--- config.mk ---
export PLATFORM = sky130hd
export DESIGN_NAME = pixel_frame_threshold_packer_unit_flat
export DESIGN_NICKNAME = d
export VERILOG_FILES = /design/src/rtl/pftp_pkg.sv /design/src/rtl/pftp_pix_if.sv /design/src/rtl/pftp_byte_if.sv /design/src/rtl/pixel_frame_threshold_packer_unit.sv /design/src/rtl/pftp_pack_core.sv /design/src/flat_wrapper.sv
export VERILOG_INCLUDE_DIRS = /design/src /design/src/rtl
export SDC_FILE = /design/constraint.sdc
export NUM_CORES = 1
export LEC_CHECK = 0
export BUFFER_PORTS_ARGS = -buffer_cell sky130_fd_sc_hd__buf_2
export CAP_MARGIN = 10
export CORE_MARGIN = 1.5
export CORE_UTILIZATION = 56
export CTS_BUF_LIST = sky130_fd_sc_hd__clkbuf_16
export DETAILED_ROUTE_END_ITERATION = 7
export PLACE_DENSITY = 0.82
export REMOVE_ABC_BUFFERS = 1
export SLEW_MARGIN = 20
export SYNTH_ARGS = -nofsm -noshare
export SYNTH_HDL_FRONTEND = slang
export SYNTH_SLANG_ARGS = --single-unit
--- constraint.sdc ---
create_clock -name clk_i -period 2.7 [get_ports clk_i]
set_clock_uncertainty 0.2 [all_clocks]
set_input_delay 0.135 -clock clk_i [delete_from_list [all_inputs] [get_ports clk_i]]
set_output_delay 0.135 -clock clk_i [all_outputs]
set_load 0.02 [all_outputs]
--- src/rtl/pixel_frame_threshold_packer_unit_assert.svh ---
// Assertion macros for the pixel frame threshold packer.
// Depends on nothing; included by pftp_pack_core, the module that carries checks.
`ifndef PIXEL_FRAME_THRESHOLD_PACKER_UNIT_ASSERT_SVH
`define PIXEL_FRAME_THRESHOLD_PACKER_UNIT_ASSERT_SVH
`ifndef SYNTHESIS
`define PFTP_ASSERT_IMP(lbl, clk, rstn, ante, cons) \
  lbl: assert property (@(posedge clk) disable iff (!rstn) (ante) |-> (cons)) \
    else $error("pftp same-cycle check failed");
`define PFTP_ASSERT_NXT(lbl, clk, rstn, ante, cons) \
  lbl: assert property (@(posedge clk) disable iff (!rstn) (ante) |=> (cons)) \
    else $error("pftp next-cycle check failed");
`else
`define PFTP_ASSERT_IMP(lbl, clk, rstn, ante, cons)
`define PFTP_ASSERT_NXT(lbl, clk, rstn, ante, cons)
`endif
`endif

--- src/rtl/pftp_pkg.sv ---
// Shared constants and types for the pixel frame threshold packer.
// No dependencies; imported by both modules and the testbench.
package pftp_pkg;

  localparam int unsigned FRAME_WIDTH  = 18;
  localparam int unsigned FRAME_HEIGHT = 18;
  localparam int unsigned FRAME_PIXELS = FRAME_WIDTH * FRAME_HEIGHT;
  localparam int unsigned PIX_CNT_W    = $clog2(FRAME_PIXELS + 1);

  localparam int unsigned SOF_POS   = 7;
  localparam int unsigned VALID_POS = 6;
  localparam int unsigned VALUE_W   = 6;

  localparam logic [7:0] THRESHOLD_RESET = 8'd64;

  // Result of one processed transaction
  typedef struct packed {
    logic       emit;
    logic [7:0] packed_byte;
    logic       frame_last;
  } pftp_result_t;

endpackage

--- src/rtl/pftp_pix_if.sv ---
// Input channel carrying raw sensor dump bytes.
// Depends on nothing beyond plain logic types.
interface pftp_pix_if;
  logic       valid;
  logic       ready;
  logic [7:0] pixel_register;

  modport source (output valid, output pixel_register, input ready);
  modport sink   (input valid, input pixel_register, output ready);
endinterface

--- src/rtl/pftp_byte_if.sv ---
// Output channel carrying packed threshold bytes.
// Depends on nothing beyond plain logic types.
interface pftp_byte_if;
  logic       valid;
  logic       ready;
  logic [7:0] packed_byte;
  logic       frame_last;

  modport source (output valid, output packed_byte, output frame_last, input ready);
  modport sink   (input valid, input packed_byte, input frame_last, output ready);
endinterface

--- src/rtl/pixel_frame_threshold_packer_unit.sv ---
// Top level of the pixel frame threshold packer: input register, core, result register.
// Depends on pftp_pkg, pftp_pix_if, pftp_byte_if and pftp_pack_core.
//
// Usage:
//   pix_i carries raw sensor dump bytes (bit7 start of frame, bit6 valid,
//   bits5..0 pixel value). byte_o carries packed bytes of eight threshold
//   bits, earliest pixel in the highest filled bit, with frame_last set on
//   the final, possibly partial, byte of each frame. cfg_we_i/cfg_wdata_i
//   write the threshold; write it only while no transaction is in flight.
//   Throughput: one input transaction per cycle, sustained while the receiver keeps
//   up, set by the single compare-and-shift step between the input register and
//   the result register. An accepted byte is held in the input register; its packed
//   byte, when one completes, is then loaded into the result register.
//   Reset clears the frame state to hunting for a start-of-frame byte, empties
//   both registers and sets the threshold to 64.
//   When the receiver stalls, the result register holds its transaction, the
//   input register holds one more byte, and pix_i.ready drops until a slot frees.
module pixel_frame_threshold_packer_unit import pftp_pkg::*; (
  input  logic        clk_i,
  input  logic        rst_ni,
  input  logic        cfg_we_i,
  input  logic [7:0]  cfg_wdata_i,
  pftp_pix_if.sink    pix_i,
  pftp_byte_if.source byte_o
);

  logic         in_valid_q;
  logic [7:0]   in_byte_q;
  logic         out_valid_q;
  logic [7:0]   out_byte_q;
  logic         out_last_q;
  logic [7:0]   threshold_q;
  logic         out_free;
  logic         step;
  pftp_result_t result;

  // Move the held byte forward whenever the result register can take a result
  assign out_free    = !out_valid_q || byte_o.ready;
  assign step        = in_valid_q && out_free;
  assign pix_i.ready = !in_valid_q || out_free;

  // Hold the threshold register
  always_ff @(posedge clk_i or negedge rst_ni) begin
    if (!rst_ni) begin
      threshold_q <= THRESHOLD_RESET;
    end else if (cfg_we_i) begin
      threshold_q <= cfg_wdata_i;
    end
  end

  // Capture input transactions
  always_ff @(posedge clk_i or negedge rst_ni) begin
    if (!rst_ni) begin
      in_valid_q <= 1'b0;
    end else if (pix_i.ready) begin
      in_valid_q <= pix_i.valid;
    end
  end

  always_ff @(posedge clk_i) begin
    if (pix_i.valid && pix_i.ready) begin
      in_byte_q <= pix_i.pixel_register;
    end
  end

  pftp_pack_core u_core (
    .clk_i      (clk_i),
    .rst_ni     (rst_ni),
    .step_i     (step),
    .raw_i      (in_byte_q),
    .threshold_i(threshold_q),
    .result_o   (result)
  );

  // Load results, drop them once taken
  always_ff @(posedge clk_i or negedge rst_ni) begin
    if (!rst_ni) begin
      out_valid_q <= 1'b0;
    end else if (step) begin
      out_valid_q <= result.emit;
    end else if (byte_o.ready) begin
      out_valid_q <= 1'b0;
    end
  end

  always_ff @(posedge clk_i) begin
    if (step && result.emit) begin
      out_byte_q <= result.packed_byte;
      out_last_q <= result.frame_last;
    end
  end

  assign byte_o.valid       = out_valid_q;
  assign byte_o.packed_byte = out_byte_q;
  assign byte_o.frame_last  = out_last_q;

endmodule

--- src/rtl/pftp_pack_core.sv ---
// Frame tracking, threshold compare and bit packing state for one byte per cycle while step_i is high.
// Depends on pftp_pkg and the assertion macro header.
`include "pixel_frame_threshold_packer_unit_assert.svh"

module pftp_pack_core import pftp_pkg::*; (
  input  logic               clk_i,
  input  logic               rst_ni,
  input  logic               step_i,
  input  logic [7:0]         raw_i,
  input  logic [7:0]         threshold_i,
  output pftp_result_t       result_o
);

  logic                 hunting_q, hunting_d;
  logic [PIX_CNT_W-1:0] pix_cnt_q, pix_cnt_d;
  logic [2:0]           bit_cnt_q, bit_cnt_d;
  logic [7:0]           shift_q, shift_d;

  logic                 active;
  logic                 is_pixel;
  logic                 pix_bit;
  logic [7:0]           shift_new;
  logic [PIX_CNT_W-1:0] pix_cnt_inc;
  logic                 done;
  logic                 emit;

  // Decode the byte and compare the pixel value with the threshold
  assign active      = !hunting_q || raw_i[SOF_POS];
  assign is_pixel    = active && raw_i[VALID_POS];
  assign pix_bit     = {2'b00, raw_i[VALUE_W-1:0]} > threshold_i;
  assign shift_new   = {shift_q[6:0], pix_bit};
  assign pix_cnt_inc = pix_cnt_q + 1'b1;
  assign done        = pix_cnt_inc == PIX_CNT_W'(FRAME_PIXELS);
  assign emit        = is_pixel && ((bit_cnt_q == 3'd7) || done);

  assign result_o.emit        = step_i && emit;
  assign result_o.packed_byte = shift_new;
  assign result_o.frame_last  = done;

  // Advance frame state; counters are already clear while hunting
  always_comb begin
    hunting_d = hunting_q;
    pix_cnt_d = pix_cnt_q;
    bit_cnt_d = bit_cnt_q;
    shift_d   = shift_q;
    if (step_i && active) begin
      hunting_d = 1'b0;
      if (is_pixel) begin
        shift_d   = emit ? 8'd0 : shift_new;
        bit_cnt_d = emit ? 3'd0 : bit_cnt_q + 3'd1;
        pix_cnt_d = done ? '0 : pix_cnt_inc;
        hunting_d = done;
      end
    end
  end

  always_ff @(posedge clk_i or negedge rst_ni) begin
    if (!rst_ni) begin
      hunting_q <= 1'b1;
      pix_cnt_q <= '0;
      bit_cnt_q <= 3'd0;
      shift_q   <= 8'd0;
    end else begin
      hunting_q <= hunting_d;
      pix_cnt_q <= pix_cnt_d;
      bit_cnt_q <= bit_cnt_d;
      shift_q   <= shift_d;
    end
  end

  `PFTP_ASSERT_IMP(a_hunt_clear, clk_i, rst_ni, hunting_q,
                   (pix_cnt_q == '0) && (bit_cnt_q == 3'd0) && (shift_q == 8'd0))
  `PFTP_ASSERT_IMP(a_cnt_range, clk_i, rst_ni, 1'b1, pix_cnt_q < PIX_CNT_W'(FRAME_PIXELS))
  `PFTP_ASSERT_NXT(a_last_hunts, clk_i, rst_ni, result_o.emit && result_o.frame_last,
                   hunting_q)

endmodule

--- src/flat_wrapper.sv ---
// flat-port wrapper written by rule: the top's interface ports become plain ports
module pixel_frame_threshold_packer_unit_flat import pftp_pkg::*;
  (clk_i, rst_ni, cfg_we_i, cfg_wdata_i, pix_i_valid, pix_i_pixel_register, pix_i_ready, byte_o_valid, byte_o_packed_byte, byte_o_frame_last, byte_o_ready);
  pftp_pix_if pix_i_i ();
  pftp_byte_if byte_o_i ();
  input  logic clk_i;
  input  logic rst_ni;
  input  logic cfg_we_i;
  input  logic [7:0] cfg_wdata_i;
  input wire logic [$bits(pix_i_i.valid)-1:0] pix_i_valid;
  input wire logic [$bits(pix_i_i.pixel_register)-1:0] pix_i_pixel_register;
  output wire logic [$bits(pix_i_i.ready)-1:0] pix_i_ready;
  output wire logic [$bits(byte_o_i.valid)-1:0] byte_o_valid;
  output wire logic [$bits(byte_o_i.packed_byte)-1:0] byte_o_packed_byte;
  output wire logic [$bits(byte_o_i.frame_last)-1:0] byte_o_frame_last;
  input wire logic [$bits(byte_o_i.ready)-1:0] byte_o_ready;
  assign pix_i_i.valid = pix_i_valid;
  assign pix_i_i.pixel_register = pix_i_pixel_register;
  assign pix_i_ready = pix_i_i.ready;
  assign byte_o_valid = byte_o_i.valid;
  assign byte_o_packed_byte = byte_o_i.packed_byte;
  assign byte_o_frame_last = byte_o_i.frame_last;
  assign byte_o_i.ready = byte_o_ready;
  pixel_frame_threshold_packer_unit u_core (.clk_i(clk_i), .rst_ni(rst_ni), .cfg_we_i(cfg_we_i), .cfg_wdata_i(cfg_wdata_i), .pix_i(pix_i_i), .byte_o(byte_o_i));
endmodule
==> impl_metrics.py <==
metrics = {
    "status": {
        "status": "finished clean",
    },
    "sta": {
        "tightest_slew_ps": 655,
        "tns_ps": 0,
        "fin_crit_sh_pct": 94.4,
        "hold_viol": 0,
        "slew_viol_final": 0,
        "whs_ps": 17.4,
        "fin_crit_ps": 2550,
        "setup_viol": 0,
        "rsz0062_at_grt": "false",
        "max-slew-margin-rel_pct": 55.2,
        "fmax_mhz": 393,
    },
    "cts": {
        "cts_buffers": 5,
        "htree_num_levels": 2,
        "cts.path.max_buffers": 2,
        "path_clk_slew_ps": 60,
        "ctsResizeCount": 0,
        "cts_root_buffer": "clkbuf_16",
        "clock_latency_ps": 280,
        "clock_sinks": 47,
        "post_cts_buffers": 0,
        "holdBufCountCts": 19,
        "cts_tree": "yes",
    },
    "critical_path": {
        "worst_ep_required_time_ps": 2440,
        "critPathArrivalTime_ps": 2290,
        "endpoint_kind": "flop",
        "cp-start-kind": "flop",
        "crit_type": "reg -> reg",
        "path_max_fanout": 9,
    },
    "finish": {
        "seq_area_um2": 1260,
        "fillers": 238,
        "n_antenna_cell": 0,
        "nNetsFinal": 253,
        "area_growth_pct": 26.9,
        "multi_input_area_um2": 825,
        "layout-drive-gt1-share_pct": 26.5,
    },
    "pwr": {
        "peakVddDrop_mv": 0.477,
        "p_leak_nw": 1.19,
        "p_comb_share_pct": 14.8,
        "p_clk_share_pct": 38.8,
        "seq_power_share_pct": 46.3,
        "sw_frac_of_total_pct": 24.4,
        "p_per_area_nw_per_um2": 735,
        "intPower_w": 0.00151,
        "switchingPower_w": 0.000490,
    },
    "drt": {
        "dr.pass1.iters": 6,
        "dr.first_iter.drc_count": 133,
        "drt.antenna.violating_nets": 0,
        "post_drt_wl_per_cell_um": 15.3,
        "vias": 1476,
        "via_per_inst": 5.45,
        "wl_um": 4130,
        "route.detailed.drc": 0,
    },
    "die": {
        "design.die.area_um2": 4220,
        "start_util_pct": 58.7,
        "ios": 32,
        "fp-row-count": 22,
        "die_w_um": 65.0,
        "core_area_um2": 3660,
        "chipHeight_um": 65.0,
    },
    "worst_hold_path": {
        "min_path_type": "in -> reg",
    },
    "synthesis": {
        "yosysSeqAreaShare_pct": 58.8,
        "synth_top_area_share_pct": 32.6,
        "synth_warnings": 0,
        "postSynthCellCount": 170,
        "yosys-top-cells-area": "dfrtp_1 33%, edfxtp_1 24%, ha_1 5.8%, a22o_1 3.3%, nand2_1 2.6%",
        "synth-seq-cells": 47,
        "synth.distinct_cells": 41,
        "synth_area_um2": 2150,
        "avgSynthCellArea_um2": 12.6,
        "yosys.area.top_type": "dfrtp_1",
    },
    "global_routing": {
        "grt_pass1_wl_um": 6960,
        "grt_pass1_vias": 1482,
        "antenna_found_initial": 0,
        "grt_usage_pct": 22.2,
        "grt-ovfl-total": 0,
        "grt_start_max_net_pins": 31,
    },
    "placement": {
        "gp_congestion": 0.805,
        "port_buffers": 31,
        "detailed_place_hpwl_um": 2630,
    },
    "run": {
        "maxCapViolCount": 0,
    },
}
## path summary, 6_finish.rpt
kind	startpoint	slack [ps]	end	cells after the start
worst min register to register	u_core.u_core.shift_q[6]$_DFFE_PN0P_	260	u_core.byte_o.packed_byte[7]$_DFFE_PP_	0
worst max-delay path	u_core.u_core.pix_cnt_q[0]$_DFFE_PN0P_	150	u_core.byte_o.frame_last$_DFFE_PP_	6
worst max register to register	u_core.u_core.pix_cnt_q[0]$_DFFE_PN0P_	150	u_core.byte_o.frame_last$_DFFE_PP_	6
worst min-delay path	cfg_we_i	20	u_core.threshold_q[3]$_DFFE_PN0P_	3
min in group asynchronous	rst_ni	220	u_core.u_core.shift_q[6]$_DFFE_PN0P_	2
max in group asynchronous	rst_ni	1650	u_core.u_core.shift_q[0]$_DFFE_PN0P_	2
## metrics by stage
step	std cells	area (µm²)	setup slack, ps	util (%)	total power (W)
3_5_place_dp	244	2340	209	64.0	0.00120
6_report	271	2730	152	74.5	0.00200
3_3_place_gp	244	2340	322	64.0	0.00117
5_1_grt	271	2730	64.4	74.5	0.00209
2_1_floorplan	164	2120	465	-	0.00111
4_1_cts	271	2730	172	74.5	0.00201
## power groups by stage
stage / registers [W] / logic [W] / clock network [W]
after floorplan: 0.000919 / 0.000186 / 0
after global placement: 0.000928 / 0.000243 / 0
after detailed placement: 0.000936 / 0.000264 / 0
after CTS: 0.000925 / 0.000293 / 0.000789
after global routing: 0.000938 / 0.000329 / 0.000822
final: 0.000928 / 0.000297 / 0.000778
## registers in the layout, summed over array words and instances, names as in the netlist
name / cells
u_core.in_byte_q: 8
u_core.byte_o.valid: 1
u_core.byte_o.packed_byte: 8
u_core.u_core.hunting_q: 1
u_core.u_core.bit_cnt_q: 3
u_core.in_valid_q: 1
u_core.threshold_q: 8
u_core.u_core.pix_cnt_q: 9
u_core.u_core.shift_q: 7
u_core.byte_o.frame_last: 1
## synth_stat cells
cell,n
buf_2,4
a21oi_1,4
and4bb_4,1
a2111oi_0,1
nor3_2,4
nor4b_2,1
a211o_1,1
o2111ai_2,1
nand2b_1,3
dfrtp_1,28
inv_1,9
nand3_1,7
nand2_1,15
xor2_1,1
and3_1,2
nand4_1,3
o21ai_0,10
o41ai_2,1
nor2_4,1
a311oi_1,1
nor2_1,8
nand3b_1,1
ha_1,10
nor3_1,1
xnor2_1,6
o21ai_1,2
a31oi_1,1
mux2_2,3
nand4_4,1
and2_1,2
a22o_1,8
o2111a_1,1
and2_4,1
clkbuf_1,2
o31ai_1,2
a32oi_1,1
edfxtp_1,17
and3_4,1
dfstp_2,2
a21boi_4,1
xor2_2,1
## logic make-up (layout without fill, tap and decap cells)
family	count (synthesis)	count (layout)	share of synthesized area [%]
compound gates	35	35	12.5
xor+xnor	8	8	3.61
fa+ha+maj	10	10	5.82
flops	47	47	58.8
simple gates	52	52	14.9
mux	3	3	1.57
buf+inv	15	68	2.85
## layout by cell type (no fill, tap or decap), types with 2 or more instances in the layout
master,n
nor2_1,8
inv_1,9
and2_1,2
dfrtp_1,28
nand2_1,15
ha_1,10
buf_2,31
mux2_2,3
xnor2_1,6
a21oi_1,4
o31ai_1,2
dlygate4sd3_1,19
nand2b_1,3
o21ai_0,10
nor3_2,4
nand3_1,7
clkbuf_16,5
dfstp_2,2
edfxtp_1,17
o21ai_1,2
and3_1,2
nand4_1,3
bufinv_16,2
a22o_1,8
## critical path, stage by stage, from the launching register on
cell and delay [ps]:
dfrtp_1 440, ha_1 310, xnor2_1 170, nor3_1 280
and4bb_4 330, nand3_1 140, nand2_1 340
## cell type report
class / instances / area share, %
inverter: 9 / 1.24
timing repair buffer: 51 / 12.9
tap: 48 / 2.20
sequential: 47 / 46.3
clock inverter: 3 / 2.48
clock buffer: 5 / 4.59
multi-input combinational: 108 / 30.2
## per-layer routing
layer	track usage [%]	wire length, µm
met5	0	0
met4	6.38	29
met3	5.73	183
met2	36.7	2110
met1	29.0	1810
Power figures use the tool's default switching activity.
